**src/rtl/core/gra_pkg.sv**
```systemverilog
// Shared types and constants of the grid rectangle allocator.
package gra_pkg;

  localparam int unsigned COLUMNS   = 8;
  localparam int unsigned MAX_ROWS  = 15;
  localparam int unsigned COL_W     = 3;
  localparam int unsigned ROW_W     = 4;
  localparam int unsigned SLOT_W    = COL_W + ROW_W;
  localparam int unsigned SIZE_W    = 4;
  localparam int unsigned CMD_W     = 3;
  localparam logic [ROW_W-1:0] ROW_COUNT_RESET = ROW_W'(4);

  typedef enum logic [CMD_W-1:0] {
    CMD_PLACE_AT  = 3'd0,
    CMD_FIRST_FIT = 3'd1,
    CMD_REMOVE    = 3'd2,
    CMD_QUERY     = 3'd3,
    CMD_CLEAR     = 3'd4
  } cmd_e;

  typedef enum logic [1:0] {
    S_IDLE,
    S_SCAN,
    S_EXEC
  } state_e;

  typedef struct packed {
    logic load;
    logic scan_step;
    logic commit;
  } dp_cmd_t;

  typedef struct packed {
    logic scan_end;
    logic out_free;
  } dp_stat_t;

endpackage

```
**src/rtl/core/gra_ctrl.sv**
```systemverilog
// Controller state machine of the grid rectangle allocator.
module gra_ctrl (
  input  logic                     clk_i,
  input  logic                     rst_ni,
  input  logic                     in_valid_i,
  output logic                     in_stall_o,
  input  logic [gra_pkg::CMD_W-1:0] command_i,
  input  gra_pkg::dp_stat_t        stat_i,
  output gra_pkg::dp_cmd_t         cmd_o
);
  import gra_pkg::*;

  state_e state_q, state_d;

  always_ff @(posedge clk_i or negedge rst_ni) begin
    if (!rst_ni) begin
      state_q <= S_IDLE;
    end else begin
      state_q <= state_d;
    end
  end

  always_comb begin
    state_d    = state_q;
    cmd_o      = '0;
    in_stall_o = 1'b1;
    unique case (state_q)
      S_IDLE: begin
        in_stall_o = 1'b0;
        if (in_valid_i) begin
          cmd_o.load = 1'b1;
          case (cmd_e'(command_i)) inside
            CMD_FIRST_FIT, CMD_QUERY: state_d = S_SCAN;
            default:                  state_d = S_EXEC;
          endcase
        end
      end
      S_SCAN: begin
        cmd_o.scan_step = 1'b1;
        if (stat_i.scan_end) begin
          state_d = S_EXEC;
        end
      end
      S_EXEC: begin
        if (stat_i.out_free) begin
          cmd_o.commit = 1'b1;
          state_d      = S_IDLE;
        end
      end
      default: state_d = S_IDLE;
    endcase
  end

  a_load_only_idle: assert property (@(posedge clk_i) disable iff (!rst_ni)
    cmd_o.load |=> (state_q == S_SCAN || state_q == S_EXEC))
    else $error("load did not start work");

  a_commit_then_idle: assert property (@(posedge clk_i) disable iff (!rst_ni)
    cmd_o.commit |=> (state_q == S_IDLE && !in_stall_o))
    else $error("controller not free after commit");

  a_scan_no_commit: assert property (@(posedge clk_i) disable iff (!rst_ni)
    cmd_o.scan_step |-> !cmd_o.commit && in_stall_o)
    else $error("commit during scan");

endmodule

```
**src/rtl/core/gra_dp.sv**
```systemverilog
// Datapath of the grid rectangle allocator: occupancy map, anchor test, result register.
module gra_dp (
  input  logic                         clk_i,
  input  logic                         rst_ni,
  input  logic                         cfg_write_i,
  input  logic [gra_pkg::ROW_W-1:0]    cfg_row_count_i,
  input  logic [gra_pkg::CMD_W-1:0]    command_i,
  input  logic [gra_pkg::SLOT_W-1:0]   slot_i,
  input  logic [gra_pkg::SIZE_W-1:0]   item_width_i,
  input  logic [gra_pkg::SIZE_W-1:0]   item_height_i,
  input  gra_pkg::dp_cmd_t             cmd_i,
  output gra_pkg::dp_stat_t            stat_o,
  output logic                         out_valid_o,
  input  logic                         out_stall_i,
  output logic                         status_o,
  output logic [gra_pkg::SLOT_W-1:0]   placed_slot_o
);
  import gra_pkg::*;

  logic [COLUMNS-1:0] occ_q [MAX_ROWS];
  logic [COLUMNS-1:0] occ_d [MAX_ROWS];
  logic [ROW_W-1:0]   rows_q;
  cmd_e               op_q;
  logic [SLOT_W-1:0]  anchor_q;
  logic [SIZE_W-1:0]  width_q, height_q;
  logic               found_q;
  logic               out_valid_q;
  logic               status_q;
  logic [SLOT_W-1:0]  placed_q;

  logic [COL_W-1:0]   ax;
  logic [ROW_W-1:0]   ay;
  logic [4:0]         x_end, y_end;
  logic               in_bounds, hit, fit, anchor_free, exhausted, cand;
  logic [COLUMNS-1:0] mask, anchor_row;
  logic [MAX_ROWS-1:0] row_sel;
  logic               ok, paint_set, paint_clr;
  logic [SLOT_W-1:0]  placed_d;

  assign ax    = anchor_q[COL_W-1:0];
  assign ay    = anchor_q[SLOT_W-1:COL_W];
  assign x_end = {2'b00, ax} + {1'b0, width_q};
  assign y_end = {1'b0, ay} + {1'b0, height_q};

  assign in_bounds = (ay < rows_q) && (x_end <= 5'(COLUMNS)) && (y_end <= {1'b0, rows_q});

  always_comb begin
    mask       = '0;
    row_sel    = '0;
    hit        = 1'b0;
    anchor_row = '0;
    for (int c = 0; c < COLUMNS; c++) begin
      mask[c] = (5'(c) >= {2'b00, ax}) && (5'(c) < x_end);
    end
    for (int r = 0; r < MAX_ROWS; r++) begin
      row_sel[r] = (ROW_W'(r) >= ay) && (5'(r) < y_end);
      hit        = hit | (row_sel[r] & (|(occ_q[r] & mask)));
      if (ay == ROW_W'(r)) begin
        anchor_row = occ_q[r];
      end
    end
  end

  assign fit         = in_bounds && !hit;
  assign anchor_free = !anchor_row[ax];
  assign exhausted   = (ay >= rows_q);
  assign cand        = !exhausted && anchor_free && fit;

  assign stat_o.scan_end = exhausted || cand;
  assign stat_o.out_free = !out_valid_q || !out_stall_i;

  always_comb begin
    ok        = 1'b0;
    paint_set = 1'b0;
    paint_clr = 1'b0;
    placed_d  = '0;
    case (op_q)
      CMD_PLACE_AT: begin
        ok        = fit;
        paint_set = fit;
        placed_d  = fit ? anchor_q : '0;
      end
      CMD_FIRST_FIT: begin
        ok        = found_q;
        paint_set = found_q;
        placed_d  = found_q ? anchor_q : '0;
      end
      CMD_REMOVE: begin
        ok        = in_bounds;
        paint_clr = in_bounds;
      end
      CMD_QUERY: ok = found_q;
      CMD_CLEAR: ok = 1'b1;
      default:   ok = 1'b0;
    endcase
  end

  always_comb begin
    for (int r = 0; r < MAX_ROWS; r++) begin
      occ_d[r] = occ_q[r];
      if (cmd_i.commit) begin
        if (op_q == CMD_CLEAR) begin
          occ_d[r] = '0;
        end else if (paint_set && row_sel[r]) begin
          occ_d[r] = occ_q[r] | mask;
        end else if (paint_clr && row_sel[r]) begin
          occ_d[r] = occ_q[r] & ~mask;
        end
      end
    end
  end

  always_ff @(posedge clk_i or negedge rst_ni) begin
    if (!rst_ni) begin
      for (int r = 0; r < MAX_ROWS; r++) begin
        occ_q[r] <= '0;
      end
      rows_q      <= ROW_COUNT_RESET;
      out_valid_q <= 1'b0;
      found_q     <= 1'b0;
    end else begin
      occ_q <= occ_d;
      if (cfg_write_i) begin
        rows_q <= cfg_row_count_i;
      end
      if (cmd_i.load) begin
        found_q <= 1'b0;
      end else if (cmd_i.scan_step && cand) begin
        found_q <= 1'b1;
      end
      if (cmd_i.commit) begin
        out_valid_q <= 1'b1;
      end else if (!out_stall_i) begin
        out_valid_q <= 1'b0;
      end
    end
  end

  always_ff @(posedge clk_i) begin
    if (cmd_i.load) begin
      op_q     <= cmd_e'(command_i);
      width_q  <= item_width_i;
      height_q <= item_height_i;
      case (cmd_e'(command_i)) inside
        CMD_FIRST_FIT, CMD_QUERY: anchor_q <= '0;
        default:                  anchor_q <= slot_i;
      endcase
    end else if (cmd_i.scan_step && !stat_o.scan_end) begin
      anchor_q <= anchor_q + SLOT_W'(1);
    end
    if (cmd_i.commit) begin
      status_q <= !ok;
      placed_q <= placed_d;
    end
  end

  assign out_valid_o   = out_valid_q;
  assign status_o      = status_q;
  assign placed_slot_o = placed_q;

  a_commit_no_overwrite: assert property (@(posedge clk_i) disable iff (!rst_ni)
    cmd_i.commit |-> (!out_valid_q || !out_stall_i))
    else $error("result overwritten while held");

  a_first_fit_valid: assert property (@(posedge clk_i) disable iff (!rst_ni)
    (cmd_i.commit && op_q == CMD_FIRST_FIT && found_q) |-> (fit && anchor_free))
    else $error("first-fit anchor no longer fits");

  a_drain_needs_take: assert property (@(posedge clk_i) disable iff (!rst_ni)
    $fell(out_valid_q) |-> $past(!out_stall_i))
    else $error("result dropped while stalled");

endmodule

```
**src/rtl/core/grid_rectangle_allocator.sv**
```systemverilog
// Top level of the grid rectangle allocator.
//
// Keeps an occupancy map of an 8-column grid with row_count active rows
// (reset 4, up to 15). Each input word carries a command, an anchor slot
// (row*8 + column) and a rectangle width and height; each accepted word
// yields exactly one output word with status and placed_slot.
// Input: in_valid_i / in_stall_o; a word is taken when valid is high and
// stall is low. The block takes one word at a time and stalls until its
// result has been loaded into the output register.
// Place-at, remove, clear and unknown commands go from acceptance straight to
// the commit state. First-fit and query test one anchor rectangle per cycle in
// row-major order until the first fitting anchor or the end of the active rows,
// then go to the commit state.
// Output: out_valid_o / out_stall_i; a held result stays stable while
// stalled, and a finished command waits before committing its map update
// until the output register is free.
// Configuration: cfg_valid_i / cfg_ready_o writes row_count; write only
// while no command is in flight.
// Reset clears the whole map at once and sets row_count to 4.
module grid_rectangle_allocator (
  input  logic                         clk_i,
  input  logic                         rst_ni,
  input  logic                         cfg_valid_i,
  output logic                         cfg_ready_o,
  input  logic [gra_pkg::ROW_W-1:0]    cfg_row_count_i,
  input  logic                         in_valid_i,
  output logic                         in_stall_o,
  input  logic [gra_pkg::CMD_W-1:0]    command_i,
  input  logic [gra_pkg::SLOT_W-1:0]   slot_i,
  input  logic [gra_pkg::SIZE_W-1:0]   item_width_i,
  input  logic [gra_pkg::SIZE_W-1:0]   item_height_i,
  output logic                         out_valid_o,
  input  logic                         out_stall_i,
  output logic                         status_o,
  output logic [gra_pkg::SLOT_W-1:0]   placed_slot_o
);
  import gra_pkg::*;

  dp_cmd_t  dp_cmd;
  dp_stat_t dp_stat;

  assign cfg_ready_o = 1'b1;

  gra_ctrl u_ctrl (
    .clk_i      (clk_i),
    .rst_ni     (rst_ni),
    .in_valid_i (in_valid_i),
    .in_stall_o (in_stall_o),
    .command_i  (command_i),
    .stat_i     (dp_stat),
    .cmd_o      (dp_cmd)
  );

  gra_dp u_dp (
    .clk_i           (clk_i),
    .rst_ni          (rst_ni),
    .cfg_write_i     (cfg_valid_i & cfg_ready_o),
    .cfg_row_count_i (cfg_row_count_i),
    .command_i       (command_i),
    .slot_i          (slot_i),
    .item_width_i    (item_width_i),
    .item_height_i   (item_height_i),
    .cmd_i           (dp_cmd),
    .stat_o          (dp_stat),
    .out_valid_o     (out_valid_o),
    .out_stall_i     (out_stall_i),
    .status_o        (status_o),
    .placed_slot_o   (placed_slot_o)
  );

endmodule

```
**config.mk**
```make
export PLATFORM = sky130hd
export DESIGN_NAME = grid_rectangle_allocator
export DESIGN_NICKNAME = d
export VERILOG_FILES = /design/src/rtl/core/gra_pkg.sv /design/src/rtl/core/gra_ctrl.sv /design/src/rtl/core/gra_dp.sv /design/src/rtl/core/grid_rectangle_allocator.sv
export SDC_FILE = /design/constraint.sdc
export NUM_CORES = 1
export LEC_CHECK = 0
export ABC_AREA = 1
export BUFFER_PORTS_ARGS = -buffer_cell sky130_fd_sc_hd__buf_2
export CORE_UTILIZATION = 50
export DETAILED_ROUTE_END_ITERATION = 8
export GPL_TIMING_DRIVEN = 1
export PLACE_DENSITY = 0.66
export RECOVER_POWER = 25
export SLEW_MARGIN = 20
export SYNTH_ARGS = -nofsm -noshare
export SYNTH_HDL_FRONTEND = slang
export SYNTH_SLANG_ARGS = --single-unit
```
**constraint.sdc**
```tcl
create_clock -name clk_i -period 9.3 [get_ports clk_i]
set_input_delay 0.93 -clock clk_i [delete_from_list [all_inputs] [get_ports clk_i]]
set_output_delay 0.93 -clock clk_i [all_outputs]
set_load 0.05 [all_outputs]
```
== Word-level counts from Yosys, hierarchy flattened ==
Index checks and enable logic that the tools add are counted.

* $add $sub $neg: 3
* Multiply operators: 0
* Div/mod/pow operators: 0
* $lt $le $gt $ge: 50
* Equality and inequality tests: 26
* Shifts and indexed selects: 0
* Mux-type cells: 86
* Bitwise gates (word level): 75
* Reductions and logical operators: 121

{| class="wikitable"
|+ Operators with widths
! operator !! count
|-
| 8-bit 2-to-1 mux || 60
|-
| 8-bit AND || 30
|-
| 8-bit OR || 15
|-
| 8-bit OR reduction || 15
|-
| 1-bit logical AND || 59
|-
| 3-bit nonzero test || 15
|-
| 3-bit by 5-bit less-than comparator with 1-bit output (first input constant) || 8
|-
| 4-bit by 5-bit less-than comparator with 1-bit output (first input constant) || 7
|-
| 7-bit 2-to-1 mux || 5
|-
| 2-bit AND reduction || 15
|-
| 4-bit equality test (second input constant) || 7
|-
| 4-bit greater-or-equal comparator (first input constant) || 7
|-
| 1-bit by 5-bit less-than comparator with 1-bit output (first input constant) || 4
|-
| 2-bit by 5-bit less-than comparator with 1-bit output (first input constant) || 4
|-
| 4-bit by 3-bit equality test with 1-bit output (second input constant) || 4
|-
| 3-bit by 4-bit greater-or-equal comparator with 1-bit output (first input constant) || 4
|-
| 1-bit AND || 15
|-
| 1-bit OR || 14
|-
| 7-bit case mux with 2 select lines || 1
|-
| 1-bit 2-to-1 mux || 12
|-
| 3-bit by 2-bit equality test with 1-bit output (second input constant) || 3
|-
| 3-bit greater-or-equal comparator (first input constant) || 3
|-
| 4-bit by 2-bit equality test with 1-bit output (second input constant) || 2
|-
| 1-bit by 4-bit greater-or-equal comparator with 1-bit output (first input constant) || 2
|-
| 32 further kinds || 50
|}

* Register bits: 154
* Latch bits: 0
* Bits in writable memories: 0
* Bits in read-only memories: 0
* Input bits: 27
* Memories kept: 0

== Logic depth before layout (Yosys ltp) ==
* Depth after elaboration: 28
* Mapped depth: 27
* Depth with buffers taken out: 26

== Cells and area by module ==
From an unflattened synthesis, not the netlist that was laid out.

* Cells, all modules: 1693
* Area total of the unflattened synthesis: 11086.9 sq um

{| class="wikitable"
|+ Modules (own cells, without submodules)
! module !! times used !! cells an instance !! area an instance (sq um) !! seq. area each (sq um)
|-
| gra_dp || 1 || 1670 || 10941.7 || 3935.0
|-
| gra_ctrl || 1 || 21 || 133.9 || 50.0
|-
| grid_rectangle_allocator || 1 || 2 || 11.3 || 0.0
|}

== Worst setup path after synthesis ==
No wires, ideal clock.

* Path type: reg2reg
* Start point: register u_dp.anchor_q[0]
* End point: register u_dp.occ_q[64] (netlist bit)
* Setup time: 0.065 ns
* Data arrival time: 3.442 ns
* Required time: 9.235 ns
* Slack: 5.793 ns
* Cell stages (with the launch flop): 27
* Buffers on the path: 2
* Clock period less this slack: 3.507 ns
* Path through: edfxtp_1 > ha_1 > fa_1 > xor2_2 > nor2_4 > inv_2 > nor2_2 > nand2_4 > buf_6 > nand3_1 > nand2_1 > nor2_1 > nand2_1 > nand2_1 > nand2_1 > nor2_1 > nand2_1 > nor2_2 > nand2_2 > o21ai_4 > buf_12 > nand2_2 > nand2_2 > nand2_4 > inv_8 > nand2_2 > nand2_1

* Longest elaborated chain between the ends: 26
* Elaborated cells between the ends (all ways): 99
* Those cells by class: 1 x add/sub; 16 x order compare; 5 x mux; 47 x bitwise; 30 x reduce/logical

{| class="wikitable"
|+ Ends and longest elaborated chain
! what !! line !! text
|-
| from (decl) || gra_dp.sv:24 || <nowiki>logic [SLOT_W-1:0] anchor_q;</nowiki>
|-
| from (signal assigned) || gra_dp.sv:146 || <nowiki>default: anchor_q <= slot_i;</nowiki>
|-
| from (signal assigned) || gra_dp.sv:149 || <nowiki>anchor_q <= anchor_q + SLOT_W'(1);</nowiki>
|-
| 3-bit by 4-bit adder with 5-bit output || gra_dp.sv:42 || <nowiki>assign x_end = {2'b00, ax} + {1'b0, width_q};</nowiki>
|-
| 1-bit by 5-bit less-than comparator with 1-bit output (tied with other cells) || gra_dp.sv:53 || <nowiki>mask[c] = (5'(c) >= {2'b00, ax}) && (5'(c) < x_end);</nowiki>
|-
| 1-bit logical AND || gra_dp.sv:53 ||
|-
| 8-bit AND || gra_dp.sv:57 || <nowiki>hit = hit | (row_sel[r] & (|(occ_q[r] & mask)));</nowiki>
|-
| 8-bit OR reduction || gra_dp.sv:57 ||
|-
| 1-bit AND || gra_dp.sv:57 ||
|-
| 1-bit OR (14 in series) || gra_dp.sv:57 ||
|-
| 1-bit logical NOT || gra_dp.sv:64 || <nowiki>assign fit = in_bounds && !hit;</nowiki>
|-
| 1-bit logical AND || gra_dp.sv:64 ||
|-
| 1-bit case mux with 2 select lines || gra_dp.sv:77 || <nowiki>case (op_q)</nowiki>
|-
| 1-bit logical AND || gra_dp.sv:104 || <nowiki>end else if (paint_set && row_sel[r]) begin</nowiki>
|-
| 3-bit nonzero test (no line) / 8-bit 2-to-1 mux (equally long branches) || - ||
|-
| 2-bit AND reduction (no line) / 8-bit 2-to-1 mux (equally long branches) || - ||
|-
| to (signal, indexed assignment) || gra_dp.sv:116 || <nowiki>occ_q[r] <= '0;</nowiki>
|-
| to (signal assigned) || gra_dp.sv:122 || <nowiki>occ_q <= occ_d;</nowiki>
|-
| to (decl) || gra_dp.sv:20 || <nowiki>logic [COLUMNS-1:0] occ_q [MAX_ROWS];</nowiki>
|}

Parallel ways exist; a longest one is shown, timed or not. The select of a mux whose other input is x is not followed.
A chain may end at the register's enable or synchronous reset.

== Final worst setup path ==
* Start point: register u_dp.anchor_q[0]
* End point: register u_dp.occ_q[3] (netlist bit)

Same word-level chain as after synthesis.

==> results.rst <==
.. list-table::
   :header-rows: 1

   * - Metric
     - Value
   * - Run status
     - finished, violations left
   * - Violated checks
     - max-capacitance violations, max-slew violations
   * - Number of flops mapped to enable cells by yosys
     - 26
   * - Post-CTS Setup Inserts
     - 0
   * - Critical R2R Launch
     - u_dp.anchor_q[0]
   * - Sequential-to-total area share from yosys stat
     - 36.14%
   * - Data arrival at the endpoint of the critical path
     - approximately 5.5 ns
   * - Pre-antenna DRT Iters
     - 7
   * - Power Density
     - roughly 420 nW/um2
   * - Number of warning messages in the yosys log
     - 0
   * - Clock input transition at the sequential cells of the worst setup and hold paths
     - 0.07 ns
   * - Maximum fanout along the worst path
     - 48
   * - Final Cycle Share
     - 55.12%
   * - Hold WS
     - 0.5311 ns
   * - Core Box Area
     - between 20000 and 25000 um2
   * - First-pass GRT wire length
     - 58940 um
   * - CTS HTree Levels
     - 4
   * - Type of the worst setup path
     - flip-flop to flip-flop
   * - Clk_lat worst skew
     - 0.45 ns
   * - TritonCTS clock tree
     - done
   * - Max stage delay on crit path
     - 0.53 ns
   * - Clock buffer count from CTS
     - 17
   * - Synthesized flop and latch total
     - 154
   * - Die X
     - 150.5 um
   * - Quantity of gates resized following cts
     - 0
   * - Capturing element type of the critical path
     - flip-flop
   * - RSZ-0062 raised after global routing
     - false
   * - IO Count
     - 38
   * - Most common flop cell mapped by yosys
     - dfrtp_1
   * - Wirelength per Cell
     - ~19 um
   * - Count of standard-cell rows
     - 53
   * - Buffer type at the clock tree root
     - clkbuf_16
   * - Proportion of layout cells with a drive suffix above 1
     - 10.73%
   * - Clock skew
     - 0.01195 ns
   * - Reg-to-Reg End
     - u_dp.occ_q[3]
   * - Cells taking the most area after synthesis
     - dfrtp_1 (29%), nand2_1 (23%), edfxtp_1 (7.1%)
   * - Violation count after the first detailed-routing iteration
     - 1675
   * - Post-layout minimum cycle time
     - 5.126 ns
   * - Start point of the critical path
     - u_dp.anchor_q[0]
   * - Area Overhead vs Synth
     - 8.703%
   * - Reg-to-reg setup timing slack
     - ~4.2 ns
   * - Floorplan die area
     - ~23000 um2
   * - Cts hold-fix bufs
     - 0
   * - Number of distinct library cell variants in the gate-level netlist after synthesis
     - 52
   * - Data required, critical path
     - 9.68 ns
   * - Count of buffer and inverter cells on the critical path
     - 3
   * - Mapped Area
     - 11030 um2
   * - Overall Global Routing Usage
     - 34.53%
   * - Hold crit path type
     - flip-flop to flip-flop
   * - Async set or reset register ratio after synthesis
     - approximately 83%
   * - Crit path max-delay cell type
     - edfxtp_1
   * - Syn_nets
     - 1732
   * - IR drop worst, VDD
     - slightly above 0.0002 V
   * - Worst max-slew margin expressed relative to the limit
     - -122.4%
   * - Via-to-Cell Ratio
     - 5.851
   * - Maximum number of pins on one net before global-route repair
     - 86
   * - Placer Congestion
     - 1.012
   * - DP HPWL
     - 25600 um
   * - Critical Path Sink
     - u_dp.occ_q[3]
   * - Initial Util
     - between 50% and 60%
   * - Final setup TNS
     - 0 ns
   * - Most frequent cell on the critical path
     - nand2_1
   * - Number of clock sinks
     - 154
   * - Cell type contributing the most total cell area after synthesis
     - dfrtp_1
   * - Leakage power
     - ~6.3 nW
   * - Cell family with the largest share of critical-path delay
     - simple AND/OR/NAND/NOR gates
   * - Number of hold-slack violations in the final timing report
     - 0
   * - Total routed wirelength
     - 37560 um
   * - Post-layout net count
     - roughly 1700
   * - Number of vias after detailed routing
     - 11590
   * - Gate count after technology mapping
     - 1685
   * - Total of max-cap violations
     - 1
   * - # setup viols final
     - 0
   * - Cell depth of the worst setup path
     - 25
   * - Number of port buffers
     - 36
   * - Share of the synthesized area in the top cell type
     - 28.82%
   * - Worst Reg2Reg Path Length in Cells
     - 25
   * - Maximum clock rate
     - 195.1 MHz
   * - Final Slew Violations
     - 59
   * - Number of routed nets with antenna violations
     - 0
   * - DRC viols
     - 0
   * - Mean instance size in the synthesized netlist
     - approximately 6.5 um2
   * - Grt total ovfl
     - 0
   * - Number of global-route vias before repair
     - 10690
   * - Diodes inserted
     - 0
   * - Number of buffers on the longest clock path
     - 2
   * - Die Height
     - 150.5 um
   * - Number of antenna violations at the first check in global routing
     - 0
   * - Startpoint class of the critical path
     - flip-flop
   * - Worst Max-Slew Pin Slew
     - 3.335 ns
[registers in the layout (all words and copies together), names as in the netlist, 2 cells and up]
signal	cells
u_dp.op_q	3
u_dp.height_q	4
u_dp.occ_q	120
u_dp.rows_q	4
u_dp.width_q	4
u_dp.anchor_q	7
u_ctrl.state_q	2
u_dp.placed_slot_o	7
[worst reg2reg max path: stages (launching register included)]
cell	delay (ns)
edfxtp_1	0.53
ha_1	0.29
fa_1	0.49
nand2_1	0.08
a21oi_1	0.10
inv_2	0.14
nand3_4	0.48
inv_6	0.31
nand2_2	0.30
nand3_1	0.16
nand2_1	0.07
nor2_1	0.09
nand2_1	0.09
nand2_1	0.08
nand2_1	0.05
nor2_1	0.14
nand2_1	0.08
nor2_2	0.16
nand2_2	0.10
o21ai_4	0.36
nand2_2	0.33
nand2_1	0.18
nand2_2	0.14
inv_2	0.19
nand2_1	0.07
nand2_1	0.05
[logic make-up (layout without fill, tap and decap cells)]
logic type | count (synthesis) | in the layout | share of synthesized area [%]
adders and majority gates | 20 | 20 | 2.406
xor gates and xnor gates | 1 | 1 | 0.1475
other | 1 | 1 | 0.03401
buffers and inverters | 184 | 204 | 7.171
AOI/OAI and AO/OA | 315 | 315 | 14.90
and+or+nand+nor | 1009 | 1009 | 39.10
muxes | 1 | 1 | 0.1021
DFF | 154 | 154 | 36.14
[cell usage after synthesis, drive strengths merged (2+ instances only)]
library cell and count:
clkbuf 47, buf 14, o211ai 3, o22ai 3
nor3 3, a31oi 4, nor2 122, edfxtp 26
clkinv 4, or2 11, nand4 23, nand3b 2
fa 2, o21ai 142, a21oi 153, o21bai 2
o41ai 2, nand3 124, dfrtp 127, inv 119
nand2 723, ha 18
[metrics by stage]
| step | setup slack [ns] | std cells | power (mW) | util, % | area (um2) |
|---|---|---|---|---|---|
| 2_1_floorplan | 5.793 | 1685 | 3.362 | - | 11030 |
| 3_3_place_gp | 4.495 | 1948 | 4.175 | 53.30 | 11380 |
| 3_5_place_dp | 4.362 | 1948 | 4.218 | 53.30 | 11380 |
| 4_1_cts | 4.343 | 1980 | 4.989 | 56.20 | 12000 |
| 5_1_grt | 3.788 | 1980 | 5.451 | 56.14 | 11990 |
| 6_report | 4.174 | 1980 | 5.091 | 56.14 | 11990 |
[report_power, final]
| group | internal (mW) | switching, mW | leakage [nW] | total (mW) |
|---|---|---|---|---|
| registers | 0.961 | 0.347 | 1.94 | 1.31 |
| clock network | 0.436 | 0.324 | 0.307 | 0.761 |
| logic | 0.866 | 2.16 | 4.05 | 3.02 |
[worst min-delay path by stage]
stage,from,end,slack (ns),cells after the start
after floorplan,u_dp.occ_q[11],u_dp.occ_q[11],0.48,2
after global placement,u_dp.occ_q[63],u_dp.occ_q[63],0.50,2
after detailed placement,u_dp.occ_q[63],u_dp.occ_q[63],0.51,2
after CTS,rst_ni,u_dp.rows_q[3],0.47,1
after global routing,u_dp.occ_q[24],u_dp.occ_q[24],0.56,2
final,u_dp.occ_q[63],u_dp.occ_q[63],0.53,2
[area by class of cell]
cell class              count  area, um2
fillers                  2049       9366
clock inverters            14      180.2
inverters                 123      484.2
multi-input cells        1347       6284
repair buffers             49      270.3
flip-flops and latches    154       3985
well taps                 275      344.1
clock buffers              18      439.2
[metal layers]
metal / up-vias / share of wire [%] / GRT usage, %
li1: 5488 / - / -
met1: 5304 / 41 / 46.29
met2: 653 / 44 / 53.00
met3: 140 / 10 / 7.636
met4: 0 / 4.1 / 15.81
met5: - / 0 / 0
[cell usage in the layout (no fill, tap or decap), types with 2 or more instances in the layout]
cell | netlist | layout
a31oi_1 | 4 | 4
dfrtp_1 | 127 | 127
nor2_1 | 114 | 111
clkinv_2 | 2 | 3
o21ai_0 | 140 | 140
o211ai_1 | 3 | 3
nand3_1 | 122 | 122
o41ai_1 | 2 | 2
buf_4 | 3 | 12
clkbuf_16 | 0 | 17
bufinv_16 | 0 | 3
nand2_1 | 676 | 676
inv_2 | 14 | 15
o21bai_1 | 2 | 2
nand2_2 | 33 | 33
buf_2 | 4 | 33
o22ai_1 | 3 | 3
clkinv_1 | 2 | 3
fa_1 | 2 | 2
nor2_2 | 6 | 9
inv_1 | 100 | 98
inv_6 | 1 | 8
inv_4 | 3 | 4
edfxtp_1 | 26 | 26
nor2_4 | 2 | 2
nor3_1 | 2 | 2
nand2_4 | 14 | 14
clkinv_4 | 0 | 2
clkbuf_1 | 47 | 4
ha_1 | 18 | 18
a21oi_2 | 2 | 3
nand3b_1 | 2 | 2
nand4_4 | 2 | 2
or2_2 | 11 | 11
a21oi_1 | 151 | 149
nand4_1 | 21 | 21
(Power assumes the default switching activity.)
